**config.mk**
```make
export PLATFORM = sky130hd
export DESIGN_NAME = bbe_front
export DESIGN_NICKNAME = d
export VERILOG_FILES = /design/src/hdl/bbe_pkg.sv /design/src/hdl/bbe_front.sv
export VERILOG_INCLUDE_DIRS = /design/src /design/src/hdl
export SDC_FILE = /design/constraint.sdc
export NUM_CORES = 1
export LEC_CHECK = 0
export ABC_CLOCK_PERIOD_IN_PS = 2960
export BUFFER_PORTS_ARGS = -buffer_cell sky130_fd_sc_hd__buf_2
export CAP_MARGIN = 25
export CORE_AREA = 2 2 86 88
export CTS_CLUSTER_DIAMETER = 40
export DETAILED_ROUTE_END_ITERATION = 7
export DIE_AREA = 0 0 88 90
export PLACE_DENSITY = 0.77
export SETUP_SLACK_MARGIN = 0.1
export SLEW_MARGIN = 5
export SYNTH_ARGS = -nofsm -noshare
export SYNTH_HDL_FRONTEND = slang
export SYNTH_SLANG_ARGS = --single-unit
```
**constraint.sdc**
```tcl
create_clock -name aclk -period 2.96 [get_ports aclk]
set_input_delay 0.888 -clock aclk [delete_from_list [all_inputs] [get_ports aclk]]
set_output_delay 0.888 -clock aclk [all_outputs]
set_load 0.01 [all_outputs]
```
**src/hdl/assert_macros.svh**
```systemverilog
// Assertion macros shared by the blit engine modules.
`ifndef ASSERT_MACROS_SVH
`define ASSERT_MACROS_SVH

// Property checked at every clock edge outside reset.
`define BBE_ASSERT(lbl, prop, msg) \
    lbl: assert property (@(posedge aclk) disable iff (!aresetn) prop) \
        else $error(msg);

// Condition in one cycle implies a condition in the next cycle.
`define BBE_ASSERT_NEXT(lbl, pre, post, msg) \
    `BBE_ASSERT(lbl, (pre) |=> (post), msg)

`endif

```
**src/hdl/bbe_pkg.sv**
```systemverilog
// Types, register indexes and helper functions of the blit engine.
package bbe_pkg;

    localparam logic [2:0] REG_ORIGIN_X = 3'd0;
    localparam logic [2:0] REG_ORIGIN_Y = 3'd1;
    localparam logic [2:0] REG_SRC_W    = 3'd2;
    localparam logic [2:0] REG_SRC_H    = 3'd3;
    localparam logic [2:0] REG_DST_W    = 3'd4;
    localparam logic [2:0] REG_DST_H    = 3'd5;
    localparam logic [2:0] REG_TINT     = 3'd6;
    localparam logic [2:0] REG_MODE     = 3'd7;

    localparam int MODE_BLEND    = 0;
    localparam int MODE_TINT     = 1;
    localparam int MODE_TEXTURED = 2;

    localparam logic [12:0] MAX_DST = 13'd4096;

    typedef logic [3:0][7:0] rgba_t;

    typedef struct packed {
        logic [5:0]  origin_x;
        logic [5:0]  origin_y;
        logic [6:0]  src_w;
        logic [6:0]  src_h;
        logic [12:0] dst_w;
        logic [12:0] dst_h;
        rgba_t       tint;
        logic [2:0]  mode;
    } cfg_t;

    typedef struct packed {
        logic        is_pixel;
        logic [5:0]  col;
        logic [5:0]  row;
        logic [31:0] rgba;
    } item_t;

    // Destination size with zero taken as one and large values clamped.
    function automatic logic [12:0] eff_dim(input logic [12:0] d);
        logic [12:0] r;
        r = d;
        if (d == 13'd0) r = 13'd1;
        else if (d > MAX_DST) r = MAX_DST;
        return r;
    endfunction

    // Remainder of a small coordinate against the texture size.
    function automatic logic [7:0] tex_wrap(input logic [7:0] v, input int unsigned lim);
        int unsigned r;
        r = 32'(v);
        for (int k = 7; k >= 0; k--) begin
            if (r >= (lim << k)) r = r - (lim << k);
        end
        return r[7:0];
    endfunction

endpackage

```
**src/hdl/bbe_front.sv**
```systemverilog
// Input side: takes stream transactions, decodes them and queues them.
`include "assert_macros.svh"
module bbe_front import bbe_pkg::*; (
    input  logic        aclk,
    input  logic        aresetn,
    input  logic        s_tvalid,
    output logic        s_tready,
    input  logic [47:0] s_tdata,
    input  logic        s_tuser,
    output logic        q_valid,
    output item_t       q_item,
    input  logic        q_pop
);

    item_t      fifo_reg [2];
    logic       wr_ptr_reg, rd_ptr_reg;
    logic [1:0] count_reg;
    logic       push;
    item_t      dec;

    always_comb begin
        dec.is_pixel = s_tuser;
        dec.col      = s_tdata[5:0];
        dec.row      = s_tdata[11:6];
        dec.rgba     = s_tdata[43:12];
    end

    assign s_tready = (count_reg != 2'd2);
    assign push     = s_tvalid && s_tready;
    assign q_valid  = (count_reg != 2'd0);
    assign q_item   = fifo_reg[rd_ptr_reg];

    always_ff @(posedge aclk) begin
        if (push) fifo_reg[wr_ptr_reg] <= dec;
    end

    always_ff @(posedge aclk) begin
        if (!aresetn) begin
            wr_ptr_reg <= 1'b0;
            rd_ptr_reg <= 1'b0;
            count_reg  <= 2'd0;
        end else begin
            if (push) wr_ptr_reg <= ~wr_ptr_reg;
            if (q_pop) rd_ptr_reg <= ~rd_ptr_reg;
            if (push && !q_pop) count_reg <= count_reg + 2'd1;
            else if (q_pop && !push) count_reg <= count_reg - 2'd1;
        end
    end

    `BBE_ASSERT_NEXT(a_fill_tracks, push && !q_pop, count_reg == $past(count_reg) + 2'd1, "queue count lost a push")

endmodule

```
==> impl_metrics.csv <==
group,metric,value,unit
power_and_ir_drop,peakVddDrop,0.000353,V
yosys,async_reset_ff_share,0,%
worst_setup_path,end_kind,"output port",
timing,relSlewSlack,71.4,%
yosys,ys_warn_count,0,
worst_setup_path,cp_slowest_stage_delay,0.60,ns
cts,clk_latency,0.35,ns
placement,place.gp.congestion,0.716,
yosys,synth_common_cells,"edfxtp_1, mux2_2, dfxtp_1",
power_and_ir_drop,p_sw_share,25.0,%
worst_setup_path,path_buf_inv,2,
detailed_routing,vias,1798,
cts,cts.clk_slew.worst_paths,0.09,ns
placement,dp.cells,356,
run,maxCapViolCount,0,
yosys,syn_nets,218,
final_layout,n_antenna_cell,0,
floorplan,die-area,0.00792,mm²
final_layout,layout-drive-gt1-share,60.4,%
final_layout,final_util,61.1,%
worst_setup_path,critPathLaunchType,"flop",
detailed_routing,routed_via_density,4.83,
yosys,synth.most_common_cell,"edfxtp_1",
worst_setup_path,cp.arrival,1.74,ns
worst_setup_path,worstPathMaxFanout,30,
timing,hold_violations,0,
floorplan,row_count,31,
detailed_routing,wl_per_cell,15.2,µm
floorplan,die_h,90,µm
yosys,ys_top_cells_by_area,"edfxtp_1, mux2_2, dfxtp_1",
yosys,synth_top_cell_area_share,77.2,%
placement,portBuffers,95,
cts,cts-resized-gates,0,
outcome,status,"finished, final reports clean",
power_and_ir_drop,seqPwrFrac,57.9,%
cts,htree_levels,3,
power_and_ir_drop,powerDensity,670,mW/mm²
timing,fin_ws,0.337,ns
cts,ctsHoldBuffers,0,
yosys,synth.distinct_cells,19,
power_and_ir_drop,power_switching,0.721,mW
power_and_ir_drop,finalPower,2.88,mW
yosys,ys.flop_type,"edfxtp_1",
timing,fin_crit_sh,88.6,%
cts,clockBufferDepth,2,
yosys,synth-edff-count,90,
global_route,track_usage,14.9,%
yosys,syn_area_per_cell,21.3,µm²
global_route,antenna_found_initial,0,
worst_setup_path,crit_chain,"buf_12 > mux2_2 > buf_2",
final_layout,fin_cells,372,
worst_setup_path,path_class,"flop to output port",
timing,max_freq,381,MHz
detailed_routing,drc,0,
timing,rsz0062_at_grt,"no",
power_and_ir_drop,internal-power,2.16,mW
timing,slew_viol_final,0,
detailed_routing,antenna_left,0,
power_and_ir_drop,p_clk_share,26.4,%
worst_setup_path,required,2.07,ns
cts,clkSinkCount,95,
yosys,synth_seq_area_share,80.1,%
power_and_ir_drop,p_leak,1.61,nW
timing,tns,0,ns
cts,cts_inserted_buffers,9,
detailed_routing,wl,5650,µm
placement,hpwl,3710,µm
cts,postCtsSetupBuffers,0,
yosys,synth-seq-cells,95,
final_layout,largest_reg_flops,90,
timing,layout_min_cycle_time,2.62,ns
hold_path,min-delay-path-class,"flop to flop",
worst_setup_path,cp_top_family,"flip-flops",
placement,preCtsSetupSlack,0.698,ns
final_layout,layout.nets,322,
detailed_routing,drt-initial-drc-count,48,
final_layout,fillCellCount,548,
floorplan,core_area,0.00702,mm²
timing,report.final.setup_viol,0,
yosys,postSynthCellCount,164,
worst_setup_path,crit_path_top_delay_cell,"dfxtp_2",
power_and_ir_drop,comb_power_share,15.6,%
global_route,grt_first_pass_wirelength,8690,µm
floorplan,die_w,88,µm
cts,root_buffer,"clkbuf_8",
worst_setup_path,rrSetupSlack,1.34,ns
floorplan,start_util,49.9,%
yosys,synth_top_cell_by_area,"edfxtp_1",
global_route,grt-ovfl-total,0,
timing,tightest_slew,0.428,ns
floorplan,io_pins,100,
detailed_routing,drt_pre_antenna_iters,4,
timing,final.setup_skew,0.0116,ns
global_route,grt_pass1_vias,1857,
final_layout,syn2layout_area_growth,22.6,%
global_route,grt_max_degree,31,
cts,cts_tree,"built",
yosys,netlist_area,0.00350,mm²
-- through the flow --
stage,hold slack (ns),cell area (µm²)
after global routing,0.588,4290
after detailed placement,0.548,4110
after floorplan,0.500,3500
after global placement,0.516,4110
after CTS,0.561,4290
final,0.560,4290
-- layout by cell type (no fill, tap or decap), drive strengths merged, types with 2 or more instances in the layout --
| master | synthesis | final |
|---|---|---|
| clkbuf | 0 | 9 |
| xor2 | 2 | 2 |
| dfxtp | 5 | 5 |
| and2 | 4 | 4 |
| edfxtp | 90 | 90 |
| inv | 2 | 5 |
| clkinvlp | 0 | 2 |
| buf | 5 | 98 |
| a21boi | 2 | 2 |
| mux2 | 45 | 45 |
| clkinv | 0 | 2 |
-- tightest hold or removal path: stages (launching register included) --
cell and delay, ns:
dfxtp_1 0.36, o21ai_0 0.09, a21boi_1 0.06
-- power by group through the flow --
stage | logic (mW) | registers, mW | clock network [mW]
2_1_floorplan | 0.279 | 1.68 | 0
3_3_place_gp | 0.452 | 1.69 | 0
3_5_place_dp | 0.459 | 1.70 | 0
4_1_cts | 0.461 | 1.67 | 0.790
5_1_grt | 0.489 | 1.68 | 0.834
6_report | 0.450 | 1.67 | 0.761
-- layout make-up --
type / instances / area, µm² / share of cell area [%]
flip-flops and latches: 95 / 2800 / 65.3
well taps: 99 / 124 / 2.89
multi-input cells: 62 / 642 / 15.0
clock inverters: 7 / 55.1 / 1.28
repair buffers: 98 / 536 / 12.5
clock buffers: 9 / 124 / 2.89
inverters: 2 / 7.51 / 0.175
-- metal layers --
metal | vias to the layer above | wire length, µm | GRT usage, %
met3 | 8 | 298 | 5.69
met4 | 0 | 104 | 6.79
li1 | 851 | - | -
met5 | - | 0 | 0
met1 | 886 | 2270 | 16.4
met2 | 53 | 2980 | 25.3
-- path summary, 6_finish.rpt --
check | cells past startpoint | startpoint | endpoint
worst max-delay path | 3 | flop | q_item[35]
worst max register to register | 3 | count_reg[0] | fifo_reg[1][14]
worst min register to register | 2 | count_reg[1] | count_reg[1]
worst min-delay path | 2 | count_reg[1] | count_reg[1]
-- kinds of logic (layout without fill, tap and decap cells) --
group | Yosys count | count (layout) | share of synthesized area [%]
compound gates | 4 | 4 | 0.858
mux | 45 | 45 | 14.5
fa+ha+maj | 1 | 1 | 0.357
simple gates | 9 | 9 | 1.86
xor+xnor | 3 | 3 | 0.751
flops | 95 | 95 | 80.1
buf+inv | 7 | 116 | 1.64
Power figures use the tool's default switching activity.
